`src/rtl/mcpp_pkg.sv`:
```
// Shared types and constants for the MQTT control packet parser.
package mcpp_pkg;

  localparam logic [3:0] TYPE_SUBSCRIBE   = 4'd8;
  localparam logic [3:0] TYPE_UNSUBSCRIBE = 4'd10;
  localparam logic [3:0] TYPE_PINGREQ     = 4'd12;
  localparam logic [3:0] TYPE_DISCONNECT  = 4'd14;
  localparam logic [3:0] FLAGS_SUB        = 4'd2;

  localparam logic [7:0] HDR_SUBACK   = 8'h90;
  localparam logic [7:0] HDR_UNSUBACK = 8'hB0;
  localparam logic [7:0] HDR_PINGRESP = 8'hD0;
  localparam logic [7:0] LEN_ACK      = 8'h02;
  localparam logic [7:0] LEN_PINGRESP = 8'h00;

  localparam logic KIND_START = 1'b0;
  localparam logic KIND_BODY  = 1'b1;

  localparam logic ACT_SEND  = 1'b0;
  localparam logic ACT_CLOSE = 1'b1;

  typedef enum logic [2:0] {
    PH_IDLE,
    PH_ID_HI,
    PH_ID_LO,
    PH_LEN_HI,
    PH_LEN_LO,
    PH_TOPIC,
    PH_QOS
  } phase_e;

  typedef enum logic [1:0] {
    RESP_NONE,
    RESP_CLOSE,
    RESP_PING,
    RESP_ACK
  } resp_e;

  typedef enum logic [1:0] {
    ST_IDLE,
    ST_FETCH,
    ST_SEND
  } state_e;

  typedef struct packed {
    logic step;   // apply the accepted input word
    logic fetch;  // read the code buffer for the current response word
    logic send;   // load the current response word into the output register
  } cmd_t;

  typedef struct packed {
    logic has_resp;   // the input word on the port produces a response
    logic last_word;  // current response word is the final one
    logic out_free;   // output register can take a word this cycle
  } sts_t;

endpackage

```
`src/rtl/mcpp_ram.sv`:
```
// Generic single-write, single-read RAM with registered read data.
module mcpp_ram #(
  parameter int WIDTH = 8,
  parameter int DEPTH = 16
) (
  input  logic                                    clk_i,
  input  logic                                    we_i,
  input  logic [((DEPTH > 1) ? $clog2(DEPTH) : 1)-1:0] waddr_i,
  input  logic [WIDTH-1:0]                        wdata_i,
  input  logic                                    re_i,
  input  logic [((DEPTH > 1) ? $clog2(DEPTH) : 1)-1:0] raddr_i,
  output logic [WIDTH-1:0]                        rdata_o
);

  logic [WIDTH-1:0] mem_q [DEPTH];
  logic [WIDTH-1:0] rdata_q;

  always_ff @(posedge clk_i) begin
    if (we_i) begin
      mem_q[waddr_i] <= wdata_i;
    end
    if (re_i) begin
      rdata_q <= mem_q[raddr_i];
    end
  end

  assign rdata_o = rdata_q;

endmodule

```
`src/rtl/mcpp_datapath.sv`:
```
// Datapath: packet parse registers, return code buffer, response byte mux, output register.
module mcpp_datapath #(
  parameter int MAX_FILTERS = 16
) (
  input  logic             clk_i,
  input  logic             rst_ni,
  input  mcpp_pkg::cmd_t   cmd_i,
  output mcpp_pkg::sts_t   sts_o,
  input  logic             in_kind_i,
  input  logic [7:0]       in_header_byte_i,
  input  logic [15:0]      in_remaining_length_i,
  input  logic [7:0]       in_body_byte_i,
  output logic             out_valid_o,
  input  logic             out_ready_i,
  output logic             out_action_o,
  output logic [7:0]       out_byte_o,
  output logic             out_last_o
);

  localparam int AW = (MAX_FILTERS > 1) ? $clog2(MAX_FILTERS) : 1;
  localparam int CW = $clog2(MAX_FILTERS + 1);
  localparam int IW = $clog2(MAX_FILTERS + 5);

  logic [3:0]          type_q, type_d;
  logic                skip_q, skip_d;
  mcpp_pkg::phase_e    phase_q, phase_d;
  logic [15:0]         bl_q, bl_d;
  logic [15:0]         tl_q, tl_d;
  logic [15:0]         ident_q, ident_d;
  logic [CW-1:0]       cc_q, cc_d;
  mcpp_pkg::resp_e     resp_q, resp_d;
  logic [IW-1:0]       idx_q;

  logic                out_valid_q;
  logic                out_action_q;
  logic [7:0]          out_byte_q;
  logic                out_last_q;

  logic                ram_we;
  logic [7:0]          ram_rdata;
  logic [IW-1:0]       code_idx;
  logic [IW-1:0]       last_idx;
  logic                sub;
  logic [15:0]         bl_n;
  logic [15:0]         tl_n;
  logic [15:0]         tl_dec;
  logic [7:0]          word_byte;
  logic                word_action;

  assign sub   = (type_q == mcpp_pkg::TYPE_SUBSCRIBE);
  assign bl_n  = bl_q - 16'd1;
  assign tl_n  = {tl_q[15:8], in_body_byte_i};
  assign tl_dec = (tl_q != 16'd0) ? (tl_q - 16'd1) : tl_q;

  // One parse step per accepted input word.
  always_comb begin
    type_d  = type_q;
    skip_d  = skip_q;
    phase_d = phase_q;
    bl_d    = bl_q;
    tl_d    = tl_q;
    ident_d = ident_q;
    cc_d    = cc_q;
    resp_d  = mcpp_pkg::RESP_NONE;
    ram_we  = 1'b0;
    if (in_kind_i == mcpp_pkg::KIND_START) begin
      type_d  = in_header_byte_i[7:4];
      bl_d    = in_remaining_length_i;
      tl_d    = '0;
      ident_d = '0;
      cc_d    = '0;
      phase_d = mcpp_pkg::PH_IDLE;
      skip_d  = (in_remaining_length_i != 16'd0);
      if ((in_header_byte_i[7:4] == mcpp_pkg::TYPE_SUBSCRIBE) ||
          (in_header_byte_i[7:4] == mcpp_pkg::TYPE_UNSUBSCRIBE)) begin
        if ((in_header_byte_i[3:0] != mcpp_pkg::FLAGS_SUB) ||
            (in_remaining_length_i < 16'd2)) begin
          resp_d = mcpp_pkg::RESP_CLOSE;
        end else begin
          skip_d  = 1'b0;
          phase_d = mcpp_pkg::PH_ID_HI;
        end
      end else if (in_header_byte_i[7:4] == mcpp_pkg::TYPE_PINGREQ) begin
        resp_d = mcpp_pkg::RESP_PING;
      end else if (in_header_byte_i[7:4] == mcpp_pkg::TYPE_DISCONNECT) begin
        resp_d = mcpp_pkg::RESP_CLOSE;
      end
    end else if (skip_q) begin
      if (bl_q != 16'd0) begin
        bl_d = bl_n;
      end
      if ((bl_q == 16'd0) || (bl_n == 16'd0)) begin
        skip_d = 1'b0;
      end
    end else if ((phase_q == mcpp_pkg::PH_IDLE) || (bl_q == 16'd0)) begin
      phase_d = mcpp_pkg::PH_IDLE;
    end else begin
      bl_d = bl_n;
      case (phase_q)
        mcpp_pkg::PH_ID_HI: begin
          ident_d = {in_body_byte_i, 8'h00};
          phase_d = mcpp_pkg::PH_ID_LO;
        end
        mcpp_pkg::PH_ID_LO: begin
          ident_d = {ident_q[15:8], in_body_byte_i};
          if (bl_n == 16'd0) begin
            resp_d  = mcpp_pkg::RESP_ACK;
            phase_d = mcpp_pkg::PH_IDLE;
            skip_d  = 1'b0;
          end else begin
            phase_d = mcpp_pkg::PH_LEN_HI;
          end
        end
        mcpp_pkg::PH_LEN_HI: begin
          if (bl_n == 16'd0) begin
            resp_d  = mcpp_pkg::RESP_CLOSE;
            phase_d = mcpp_pkg::PH_IDLE;
            skip_d  = 1'b0;
          end else begin
            tl_d    = {in_body_byte_i, 8'h00};
            phase_d = mcpp_pkg::PH_LEN_LO;
          end
        end
        mcpp_pkg::PH_LEN_LO: begin
          tl_d = tl_n;
          if (({1'b0, tl_n} + 17'(sub)) > {1'b0, bl_n}) begin
            resp_d  = mcpp_pkg::RESP_CLOSE;
            phase_d = mcpp_pkg::PH_IDLE;
            skip_d  = (bl_n != 16'd0);
          end else if (tl_n != 16'd0) begin
            phase_d = mcpp_pkg::PH_TOPIC;
          end else if (sub) begin
            phase_d = mcpp_pkg::PH_QOS;
          end else if (bl_n == 16'd0) begin
            resp_d  = mcpp_pkg::RESP_ACK;
            phase_d = mcpp_pkg::PH_IDLE;
            skip_d  = 1'b0;
          end else begin
            phase_d = mcpp_pkg::PH_LEN_HI;
          end
        end
        mcpp_pkg::PH_TOPIC: begin
          tl_d = tl_dec;
          if (tl_dec != 16'd0) begin
            phase_d = mcpp_pkg::PH_TOPIC;
          end else if (sub) begin
            phase_d = mcpp_pkg::PH_QOS;
          end else if (bl_n == 16'd0) begin
            resp_d  = mcpp_pkg::RESP_ACK;
            phase_d = mcpp_pkg::PH_IDLE;
            skip_d  = 1'b0;
          end else begin
            phase_d = mcpp_pkg::PH_LEN_HI;
          end
        end
        mcpp_pkg::PH_QOS: begin
          if (cc_q >= CW'(MAX_FILTERS)) begin
            resp_d  = mcpp_pkg::RESP_CLOSE;
            phase_d = mcpp_pkg::PH_IDLE;
            skip_d  = (bl_n != 16'd0);
          end else begin
            ram_we = 1'b1;
            cc_d   = cc_q + CW'(1);
            if (bl_n == 16'd0) begin
              resp_d  = mcpp_pkg::RESP_ACK;
              phase_d = mcpp_pkg::PH_IDLE;
              skip_d  = 1'b0;
            end else begin
              phase_d = mcpp_pkg::PH_LEN_HI;
            end
          end
        end
        default: begin
          phase_d = mcpp_pkg::PH_IDLE;
        end
      endcase
    end
  end

  always_ff @(posedge clk_i or negedge rst_ni) begin
    if (!rst_ni) begin
      type_q  <= '0;
      skip_q  <= 1'b0;
      phase_q <= mcpp_pkg::PH_IDLE;
      bl_q    <= '0;
      tl_q    <= '0;
      ident_q <= '0;
      cc_q    <= '0;
      resp_q  <= mcpp_pkg::RESP_NONE;
      idx_q   <= '0;
    end else begin
      if (cmd_i.step) begin
        type_q  <= type_d;
        skip_q  <= skip_d;
        phase_q <= phase_d;
        bl_q    <= bl_d;
        tl_q    <= tl_d;
        ident_q <= ident_d;
        cc_q    <= cc_d;
        resp_q  <= resp_d;
        idx_q   <= '0;
      end else if (cmd_i.send) begin
        idx_q <= idx_q + IW'(1);
      end
    end
  end

  assign code_idx = idx_q - IW'(4);

  mcpp_ram #(
    .WIDTH (8),
    .DEPTH (MAX_FILTERS)
  ) u_codes (
    .clk_i   (clk_i),
    .we_i    (cmd_i.step && ram_we),
    .waddr_i (cc_q[AW-1:0]),
    .wdata_i (in_body_byte_i),
    .re_i    (cmd_i.fetch),
    .raddr_i (code_idx[AW-1:0]),
    .rdata_o (ram_rdata)
  );

  always_comb begin
    case (resp_q)
      mcpp_pkg::RESP_PING: last_idx = IW'(1);
      mcpp_pkg::RESP_ACK:  last_idx = sub ? (IW'(3) + IW'(cc_q)) : IW'(3);
      default:             last_idx = '0;
    endcase
  end

  always_comb begin
    word_action = mcpp_pkg::ACT_SEND;
    word_byte   = 8'h00;
    case (resp_q)
      mcpp_pkg::RESP_CLOSE: begin
        word_action = mcpp_pkg::ACT_CLOSE;
      end
      mcpp_pkg::RESP_PING: begin
        word_byte = (idx_q == '0) ? mcpp_pkg::HDR_PINGRESP : mcpp_pkg::LEN_PINGRESP;
      end
      mcpp_pkg::RESP_ACK: begin
        if (idx_q == IW'(0)) begin
          word_byte = sub ? mcpp_pkg::HDR_SUBACK : mcpp_pkg::HDR_UNSUBACK;
        end else if (idx_q == IW'(1)) begin
          word_byte = sub ? (8'(cc_q) + mcpp_pkg::LEN_ACK) : mcpp_pkg::LEN_ACK;
        end else if (idx_q == IW'(2)) begin
          word_byte = ident_q[15:8];
        end else if (idx_q == IW'(3)) begin
          word_byte = ident_q[7:0];
        end else begin
          word_byte = ram_rdata;
        end
      end
      default: begin
        word_byte = 8'h00;
      end
    endcase
  end

  always_ff @(posedge clk_i or negedge rst_ni) begin
    if (!rst_ni) begin
      out_valid_q <= 1'b0;
    end else if (cmd_i.send) begin
      out_valid_q <= 1'b1;
    end else if (out_ready_i) begin
      out_valid_q <= 1'b0;
    end
  end

  always_ff @(posedge clk_i) begin
    if (cmd_i.send) begin
      out_action_q <= word_action;
      out_byte_q   <= word_byte;
      out_last_q   <= (idx_q == last_idx);
    end
  end

  always_comb begin
    sts_o.has_resp  = (resp_d != mcpp_pkg::RESP_NONE);
    sts_o.last_word = (idx_q == last_idx);
    sts_o.out_free  = !out_valid_q || out_ready_i;
  end

  assign out_valid_o  = out_valid_q;
  assign out_action_o = out_action_q;
  assign out_byte_o   = out_byte_q;
  assign out_last_o   = out_last_q;

endmodule

```
`src/rtl/mcpp_ctrl.sv`:
```
// Controller: accepts input words and sequences response emission.
module mcpp_ctrl (
  input  logic           clk_i,
  input  logic           rst_ni,
  input  logic           in_valid_i,
  output logic           in_ready_o,
  input  mcpp_pkg::sts_t sts_i,
  output mcpp_pkg::cmd_t cmd_o
);

  mcpp_pkg::state_e state_q, state_d;

  always_comb begin
    state_d = state_q;
    case (state_q)
      mcpp_pkg::ST_IDLE: begin
        if (in_valid_i && sts_i.has_resp) begin
          state_d = mcpp_pkg::ST_FETCH;
        end
      end
      mcpp_pkg::ST_FETCH: begin
        state_d = mcpp_pkg::ST_SEND;
      end
      mcpp_pkg::ST_SEND: begin
        if (sts_i.out_free) begin
          state_d = sts_i.last_word ? mcpp_pkg::ST_IDLE : mcpp_pkg::ST_FETCH;
        end
      end
      default: begin
        state_d = mcpp_pkg::ST_IDLE;
      end
    endcase
  end

  always_comb begin
    in_ready_o = 1'b0;
    cmd_o      = '0;
    case (state_q)
      mcpp_pkg::ST_IDLE: begin
        in_ready_o = 1'b1;
        cmd_o.step = in_valid_i;
      end
      mcpp_pkg::ST_FETCH: begin
        cmd_o.fetch = 1'b1;
      end
      mcpp_pkg::ST_SEND: begin
        cmd_o.send = sts_i.out_free;
      end
      default: begin
        cmd_o = '0;
      end
    endcase
  end

  always_ff @(posedge clk_i or negedge rst_ni) begin
    if (!rst_ni) begin
      state_q <= mcpp_pkg::ST_IDLE;
    end else begin
      state_q <= state_d;
    end
  end

endmodule

```
`src/rtl/mqtt_control_packet_parser_core.sv`:
```
// Throughput: one input word per cycle while no response is produced. A word causing a
// response moves the controller through FETCH, then SEND, which loads the output register.
// Each response word takes a code buffer read (FETCH), then an output load (SEND); input is
// held off until the final word is in the output register. Close is 1 word, PINGRESP 2,
// UNSUBACK 4, SUBACK 4 + filter count. Reset is asynchronous, active low, clears control
// state; the return code buffer is not cleared and its data is used only where written.
module mqtt_control_packet_parser_core #(
  parameter int MAX_FILTERS = 16
) (
  input  logic        clk_i,
  input  logic        rst_ni,
  input  logic        s_axis_tvalid_i,
  output logic        s_axis_tready_o,
  input  logic [31:0] s_axis_tdata_i,  // header_byte[7:0], remaining_length[23:8], body_byte[31:24]
  input  logic        s_axis_tuser_i,  // kind[0]
  output logic        m_axis_tvalid_o,
  input  logic        m_axis_tready_i,
  output logic [7:0]  m_axis_tdata_o,  // out_byte[7:0]
  output logic        m_axis_tuser_o,  // action[0]
  output logic        m_axis_tlast_o
);

  mcpp_pkg::cmd_t cmd;
  mcpp_pkg::sts_t sts;

  mcpp_ctrl u_ctrl (
    .clk_i      (clk_i),
    .rst_ni     (rst_ni),
    .in_valid_i (s_axis_tvalid_i),
    .in_ready_o (s_axis_tready_o),
    .sts_i      (sts),
    .cmd_o      (cmd)
  );

  mcpp_datapath #(
    .MAX_FILTERS (MAX_FILTERS)
  ) u_datapath (
    .clk_i                 (clk_i),
    .rst_ni                (rst_ni),
    .cmd_i                 (cmd),
    .sts_o                 (sts),
    .in_kind_i             (s_axis_tuser_i),
    .in_header_byte_i      (s_axis_tdata_i[7:0]),
    .in_remaining_length_i (s_axis_tdata_i[23:8]),
    .in_body_byte_i        (s_axis_tdata_i[31:24]),
    .out_valid_o           (m_axis_tvalid_o),
    .out_ready_i           (m_axis_tready_i),
    .out_action_o          (m_axis_tuser_o),
    .out_byte_o            (m_axis_tdata_o),
    .out_last_o            (m_axis_tlast_o)
  );

  a_close_is_last: assert property (@(posedge clk_i) disable iff (!rst_ni)
    (m_axis_tvalid_o && (m_axis_tuser_o == mcpp_pkg::ACT_CLOSE)) |-> m_axis_tlast_o)
    else $error("close word without tlast");

  a_close_zero: assert property (@(posedge clk_i) disable iff (!rst_ni)
    (m_axis_tvalid_o && (m_axis_tuser_o == mcpp_pkg::ACT_CLOSE)) |-> (m_axis_tdata_o == 8'h00))
    else $error("close word with nonzero data");

  a_resp_stalls_input: assert property (@(posedge clk_i) disable iff (!rst_ni)
    (s_axis_tvalid_i && s_axis_tready_o && (s_axis_tuser_i == mcpp_pkg::KIND_START) &&
     ((s_axis_tdata_i[7:4] == mcpp_pkg::TYPE_PINGREQ) ||
      (s_axis_tdata_i[7:4] == mcpp_pkg::TYPE_DISCONNECT))) |=> !s_axis_tready_o)
    else $error("input taken while response pending");

  a_body_no_close_when_idle: assert property (@(posedge clk_i) disable iff (!rst_ni)
    (s_axis_tvalid_i && s_axis_tready_o && (s_axis_tuser_i == mcpp_pkg::KIND_START) &&
     (s_axis_tdata_i[7:4] == mcpp_pkg::TYPE_SUBSCRIBE) &&
     (s_axis_tdata_i[3:0] == mcpp_pkg::FLAGS_SUB) &&
     (s_axis_tdata_i[23:8] > 16'd1)) |=> s_axis_tready_o)
    else $error("valid subscribe start stalled input");

endmodule
```
`config.mk`:
```
export PLATFORM = sky130hd
export DESIGN_NAME = mqtt_control_packet_parser_core
export DESIGN_NICKNAME = d
export VERILOG_FILES = /design/src/rtl/mcpp_pkg.sv /design/src/rtl/mcpp_ram.sv /design/src/rtl/mcpp_datapath.sv /design/src/rtl/mcpp_ctrl.sv /design/src/rtl/mqtt_control_packet_parser_core.sv
export SDC_FILE = /design/constraint.sdc
export NUM_CORES = 1
export LEC_CHECK = 0
export BUFFER_PORTS_ARGS = -buffer_cell sky130_fd_sc_hd__buf_2
export CORE_MARGIN = 2
export CORE_UTILIZATION = 40
export DETAILED_ROUTE_END_ITERATION = 6
export PLACE_DENSITY = 0.61
export SKIP_LAST_GASP = 1
export SLEW_MARGIN = 20
export SYNTH_ARGS = -nofsm -noshare
export SYNTH_HDL_FRONTEND = slang
export SYNTH_SLANG_ARGS = --single-unit
export TNS_END_PERCENT = 50
```
`constraint.sdc`:
```
create_clock -name clk_i -period 5.2 [get_ports clk_i]
set_clock_uncertainty 0.15 [all_clocks]
set_input_delay 0 -clock clk_i [delete_from_list [all_inputs] [get_ports clk_i]]
set_output_delay 0 -clock clk_i [all_outputs]
set_load 0.01 [all_outputs]
```
---- After elaboration in Yosys (flattened, before gate mapping) ----
Memories as Yosys holds them, arrays and structs flattened. A register that Yosys moved wholly into a read port is not among the register bits.
Cells that the tools add are included.
word-level totals
  flip-flop bits (word level) ............. 81
  RAM bits ................................ 128
  input port bits ......................... 37
  logic and storage cells ................. 182
  memories ................................ 1
memory list
  memory                    depth  bits a word  read ports  clocked after Yosys merged registers in  write ports  RTL line        source
  u_datapath.u_codes.mem_q  16     8            1           1                                        1            mcpp_ram.sv:15  logic [WIDTH-1:0] mem_q [DEPTH];
cells by class
  add/sub/neg operators ................... 8
  $lt $le $gt $ge ......................... 3
  equal/unequal tests ..................... 36
  muxes and demuxes ....................... 86
  bitwise logic cells ..................... 1
  reduce and logical (&&, ||, !) cells .... 31
operators with widths
  kind                                                         count
  2-to-1 mux 16 bit                                            12
  nonzero test 16 bit                                          6
  2-to-1 mux 8 bit                                             6
  case mux 16 bit (3 select lines)                             1
  2-to-1 mux 5 bit                                             8
  zero test 16 bit                                             2
  case mux 16 bit (2 select lines)                             1
  subtractor 16 x 1 -> 16 bit, second input constant           2
  2-to-1 mux 2 bit                                             15
  2-to-1 mux 1 bit                                             27
  2-to-1 mux 3 bit                                             9
  equality test 4 bit, second input constant                   5
  case mux 3 bit (6 select lines)                              1
  adder 16 x 1 -> 17 bit                                       1
  > comparator 17 x 16 -> 1 bit                                1
  less-than comparator 16 x 2 -> 1 bit, second input constant  1
  case mux 8 bit (2 select lines)                              1
  AND reduction 5 bit                                          3
  adder 5 x 1 -> 5 bit, second input constant                  2
  equality test 5 x 2 -> 1 bit, second input constant          2
  != test 2 bit, second input constant                         5
  case mux 2 bit (5 select lines)                              1
  case mux 5 bit (2 select lines)                              1
  equality test 3 bit, second input constant                   3
  31 further kinds                                             49

---- Depth between registers and ports, before layout ----
  depth after elaboration ................. 14
  mapped depth ............................ 18
  depth with buffers taken out ............ 16

---- Hierarchy ----
Synthesis repeated with hierarchy kept, for this count alone.
second synthesis, totals
  cells, all modules ...................... 995
  area, all modules ....................... 11609.9 µm²
modules (own cells, without submodules)
  module         instances  cells an instance  area each (µm²)
  mcpp_datapath  1          755                6266.0
  mcpp_ram       1          229                5227.5
  mcpp_ctrl      1          11                 116.4

---- Worst setup path after synthesis ----
OpenSTA, ideal clock, no wires.
  kind .................................... register -> register
  start point ............................. register u_datapath.type_q[1]
  end point ............................... register u_datapath.skip_q
  library setup time ...................... 0.134 ns
  data arrival time ....................... 4.114 ns
  setup slack ............................. 0.802 ns
  stages on the path, launching flop included .. 19
  buffers on the path ..................... 2
  period minus slack after synthesis ...... 4.398 ns
  cell sequence ........................... dfrtp_1 > or4b_2 > clkbuf_1 > inv_1 > buf_2 > ha_1 > and3_1 > and2_1 > nor2b_1 > nand4_1 > xnor2_1 > ha_1 > nand4_1 > nor4_1 > or2_2 > o221ai_1 > or3b_2 > a41oi_1 > o22ai_1
on the way
  longest elaborated chain between the ends .. 8
RTL lines
  item                             RTL line              source
  start: declaration               mcpp_datapath.sv:24   logic [3:0] type_q, type_d;
  start signal: assignment         mcpp_datapath.sv:193  type_q <= type_d;
  equality test 4 bit              mcpp_datapath.sv:50   assign sub = (type_q == mcpp_pkg::TYPE_SUBSCRIBE);
  adder 16 x 1 -> 17 bit           mcpp_datapath.sv:126  if (({1'b0, tl_n} + 17'(sub)) > {1'b0, bl_n}) begin
  > comparator 17 x 16 -> 1 bit    mcpp_datapath.sv:126
  2-to-1 mux 1 bit                 mcpp_datapath.sv:126
  case mux 1 bit (2 select lines)  mcpp_datapath.sv:99   case (phase_q)
  2-to-1 mux 1 bit                 mcpp_datapath.sv:95   end else if ((phase_q == mcpp_pkg::PH_IDLE) || (bl_q == 16'd0)) begin
  2-to-1 mux 1 bit                 mcpp_datapath.sv:88   end else if (skip_q) begin
  2-to-1 mux 1 bit                 mcpp_datapath.sv:66   if (in_kind_i == mcpp_pkg::KIND_START) begin
  end signal: assignment           mcpp_datapath.sv:194  skip_q <= skip_d;
  end: declaration                 mcpp_datapath.sv:25   logic skip_q, skip_d;
No other way between the ends.
A chain may end at the register's enable or synchronous reset.

---- Final worst setup path ----
Ends and elaborated chain as after synthesis.

==> reports/qor.csv <==
metric,value,unit
power.internal,0.00328,W
tightest_slew,1.03,ns
nNetsFinal,1133,
rsz0062_at_grt,no,
die-area,30400,um2
maxCapViolCount,0,
grt_usage,0.196,
hold_violations,2,
post-cts-setup-buffer-count,0,
wl_met3,1740,um
vdd.ir_drop.worst,0.242,mV
initialDrtViolationCount,767,
yosys-top-cells-count,"146 x edfxtp_1, 116 x nand2_1, 71 x dfrtp_1, 53 x o21ai_0, 52 x nor2_1",
power.switching,0.00144,W
synth-seq-cells,217,
ant_nets,0,
synth-adder-area-share,0.0377,
power_density,355,nW/um2
grt_remaining_overflow,0,
syn_nets,1069,
fp.dieH,174,um
cts.sink_count,217,
layout_setup_ws,0.407,ns
yosys.area.top_type_share,0.377,
yosysUniqueCellTypes,82,
status,finished with violations,
numCtsBuffers,24,
cts_root_buffer,clkbuf_16,
min_path_type,in -> async,
arrival,5.03,ns
synth-simple-area-share,0.158,
io_pins,49,
drv_slew,0,
drive_above_1_share,0.157,
path_class,reg -> reg,
synth.most_common_cell,edfxtp_1,
clk_pin_slew_worst_paths,0.06,ns
fin_setup_tns,0,ns
cpMostUsedCell,ha_1,
cts_resized,0,
p_sw_frac,0.305,
vias,8315,
cts_tree,built,
period_share,0.922,
pwr-share-clk,0.353,
yosysSeqAreaShare,0.530,
met2_length,13600,um
yosys_warnings,0,
grt_pass1_vias,8152,
met1Wirelength,13500,um
start_util,0.406,
fmax,209,MHz
dp_hpwl,20100,um
path_cells,or4b_2 -> inv_1 -> ha_1 -> ha_1 -> nand3_1 -> nor2_1 -> xor2_1 -> ha_1 -> nand4_1 -> nor4_1 -> or2_2 -> o221ai_1 -> or3b_2 -> a41oi_1 -> o22ai_1,
combPwrFrac,0.200,
setup_viol,0,
synth.largest_area_cell,edfxtp_1,
grt_pass1_wl,46800,um
synth_xor_area_frac,0.0337,
async_flop_share,0.327,
avgSynthCellArea,11.7,um2
cp-start-kind,flip-flop,
drc,0,
synth_top_family_by_area,simple AND/OR/NAND/NOR gates,
crit_slowest_cell,or4b_2,
clk_path_buf_depth,3,
seq_power_share,0.448,
synth.area.top_cells,"edfxtp_1 38%, dfrtp_1 15%, mux4_2 7.8%",
hold_ws,-0.0103,ns
die_width,174,um
synthMuxAreaShare,0.0854,
preCtsSetupSlack,0.446,ns
syn2layout_area_growth,14.7,%
p_leak,4.77,nW
post_drt_wl_per_cell,20.2,um
port_buffers,48,
critPathRequiredTime,5.44,ns
first_pass_iters,5,
antennaDiodeCount,0,
synthCells,997,
fp.coreArea,28600,um2
highest_layer,met4,
synthesis.area,11600,um2
clk_latency,0.54,ns
totalWireLength,29600,um
final.min_clock_period,4.79,ns
critPathCaptureType,flip-flop,
violations,negative hold slack,
max_stage_delay,0.81,ns
crit_fanout,6,
grt_max_degree,72,
synthFlopType,edfxtp_1,
rows,62,
synth_compound_area_frac,0.121,
htreeDepth,1,
vias_per_cell,5.68,
antenna_found_initial,0,
gp_congestion,0.904,
synth_edf_count,146,
slew_headroom,0.311,
worst paths after layout:
check	from	slack [ns]	depth (start not counted)	endpoint
min in group clk_i	s_axis_tdata_i[3]	0.02	6	u_ctrl.state_q[0]
min reg2reg	u_datapath.type_q[1]	0.32	2	u_datapath.type_q[1]
max reg2reg	u_datapath.type_q[1]	0.41	15	u_datapath.skip_q
max in group asynchronous	rst_ni	4.23	2	u_datapath.tl_q[12]
min	rst_ni	-0.01	2	u_datapath.idx_q[4]
max	u_datapath.type_q[1]	0.41	15	u_datapath.skip_q
state kept, by name, indices dropped and copies added (netlist names), 2 cells and up:
register	flops
u_ctrl.state_q	2
u_datapath.ident_q	16
u_datapath.u_codes.rdata_o	8
u_datapath.phase_q	3
u_datapath.cc_q	5
u_datapath.u_codes.mem_q	128
u_datapath.type_q	4
u_datapath.idx_q	5
u_datapath.bl_q	16
u_datapath.tl_q	16
u_datapath.resp_q	2
u_datapath.out_byte_o	8
metal layers:
metal,vias to the layer above,global-route usage
met1,4079,0.283
met3,49,0.0265
met2,266,0.313
li1,3921,-
met4,0,0.0508
met5,-,0
repair_timing:
action / 4_1_cts / 5_1_grt
endpoints found under the setup margin: 0 / 0
hold endpoints to repair: 249 / 0
hold buffers: 40 / 0
metrics by stage:
step                cell area [um2]  instances  power, W  hold WS (ns)   util
global route                  13300       1463   0.00496        0.0801  0.466
detailed placement            12100       1379   0.00304        0.0570  0.424
floorplan                     11600        997   0.00279        -0.446      -
global placement              12100       1379   0.00303        0.0674  0.424
finish                        13300       1463   0.00473       -0.0103  0.466
CTS                           13300       1463   0.00475       0.00488  0.466
power by group through the flow:
stage                     combinational, W  clock, W  sequential, W
after global routing               0.00105   0.00178        0.00213
after global placement            0.000889         0        0.00214
final                             0.000944   0.00167        0.00212
after CTS                         0.000940   0.00170        0.00211
after floorplan                   0.000758         0        0.00204
after detailed placement          0.000900         0        0.00214
cell type report:
cell class / count / area (um2)
clock buffer: 27 / 612
fill: 2578 / 15300
sequential: 217 / 6160
inverter: 24 / 90.1
multi-input combinational: 693 / 5070
clock inverter: 17 / 170
tap: 384 / 480
timing repair buffer: 101 / 741
placed cells by master (no fill, tap or decap), types with 9 or more instances in the layout:
cell type,netlist,final
edfxtp_1,146,146
nand2_1,116,116
dfrtp_1,71,70
o21ai_0,53,53
nor2_1,52,52
buf_2,3,47
a21oi_1,42,42
mux4_2,40,40
dlygate4sd3_1,0,40
nand3_1,35,35
ha_1,35,35
xnor2_1,28,28
inv_1,24,24
clkbuf_16,0,24
and2_1,20,20
nor3_1,21,20
nor4_1,18,18
nand4_1,17,17
o22ai_1,16,16
xor2_1,14,14
buf_4,2,14
o31ai_1,11,11
nor2b_1,10,10
nand2b_1,10,10
a31oi_1,9,9
nor3b_1,9,9
kinds of logic after synthesis:
logic type / count (synthesis)
flip-flops: 217
multiplexers: 48
adder cells (fa/ha/maj): 35
AND/OR/NAND/NOR: 357
XOR/XNOR: 43
AO/OA/AOI/OAI: 210
buffers and inverters: 87
critical path, delay by kind of cell, from the launching register on:
kind	cells	cell delay, ns
buf+inv	1	0.14
simple gates	7	2.57
flops	1	0.37
fa+ha+maj	3	0.77
compound gates	3	0.57
xor+xnor	1	0.09
Power figures use the tool's default switching activity.
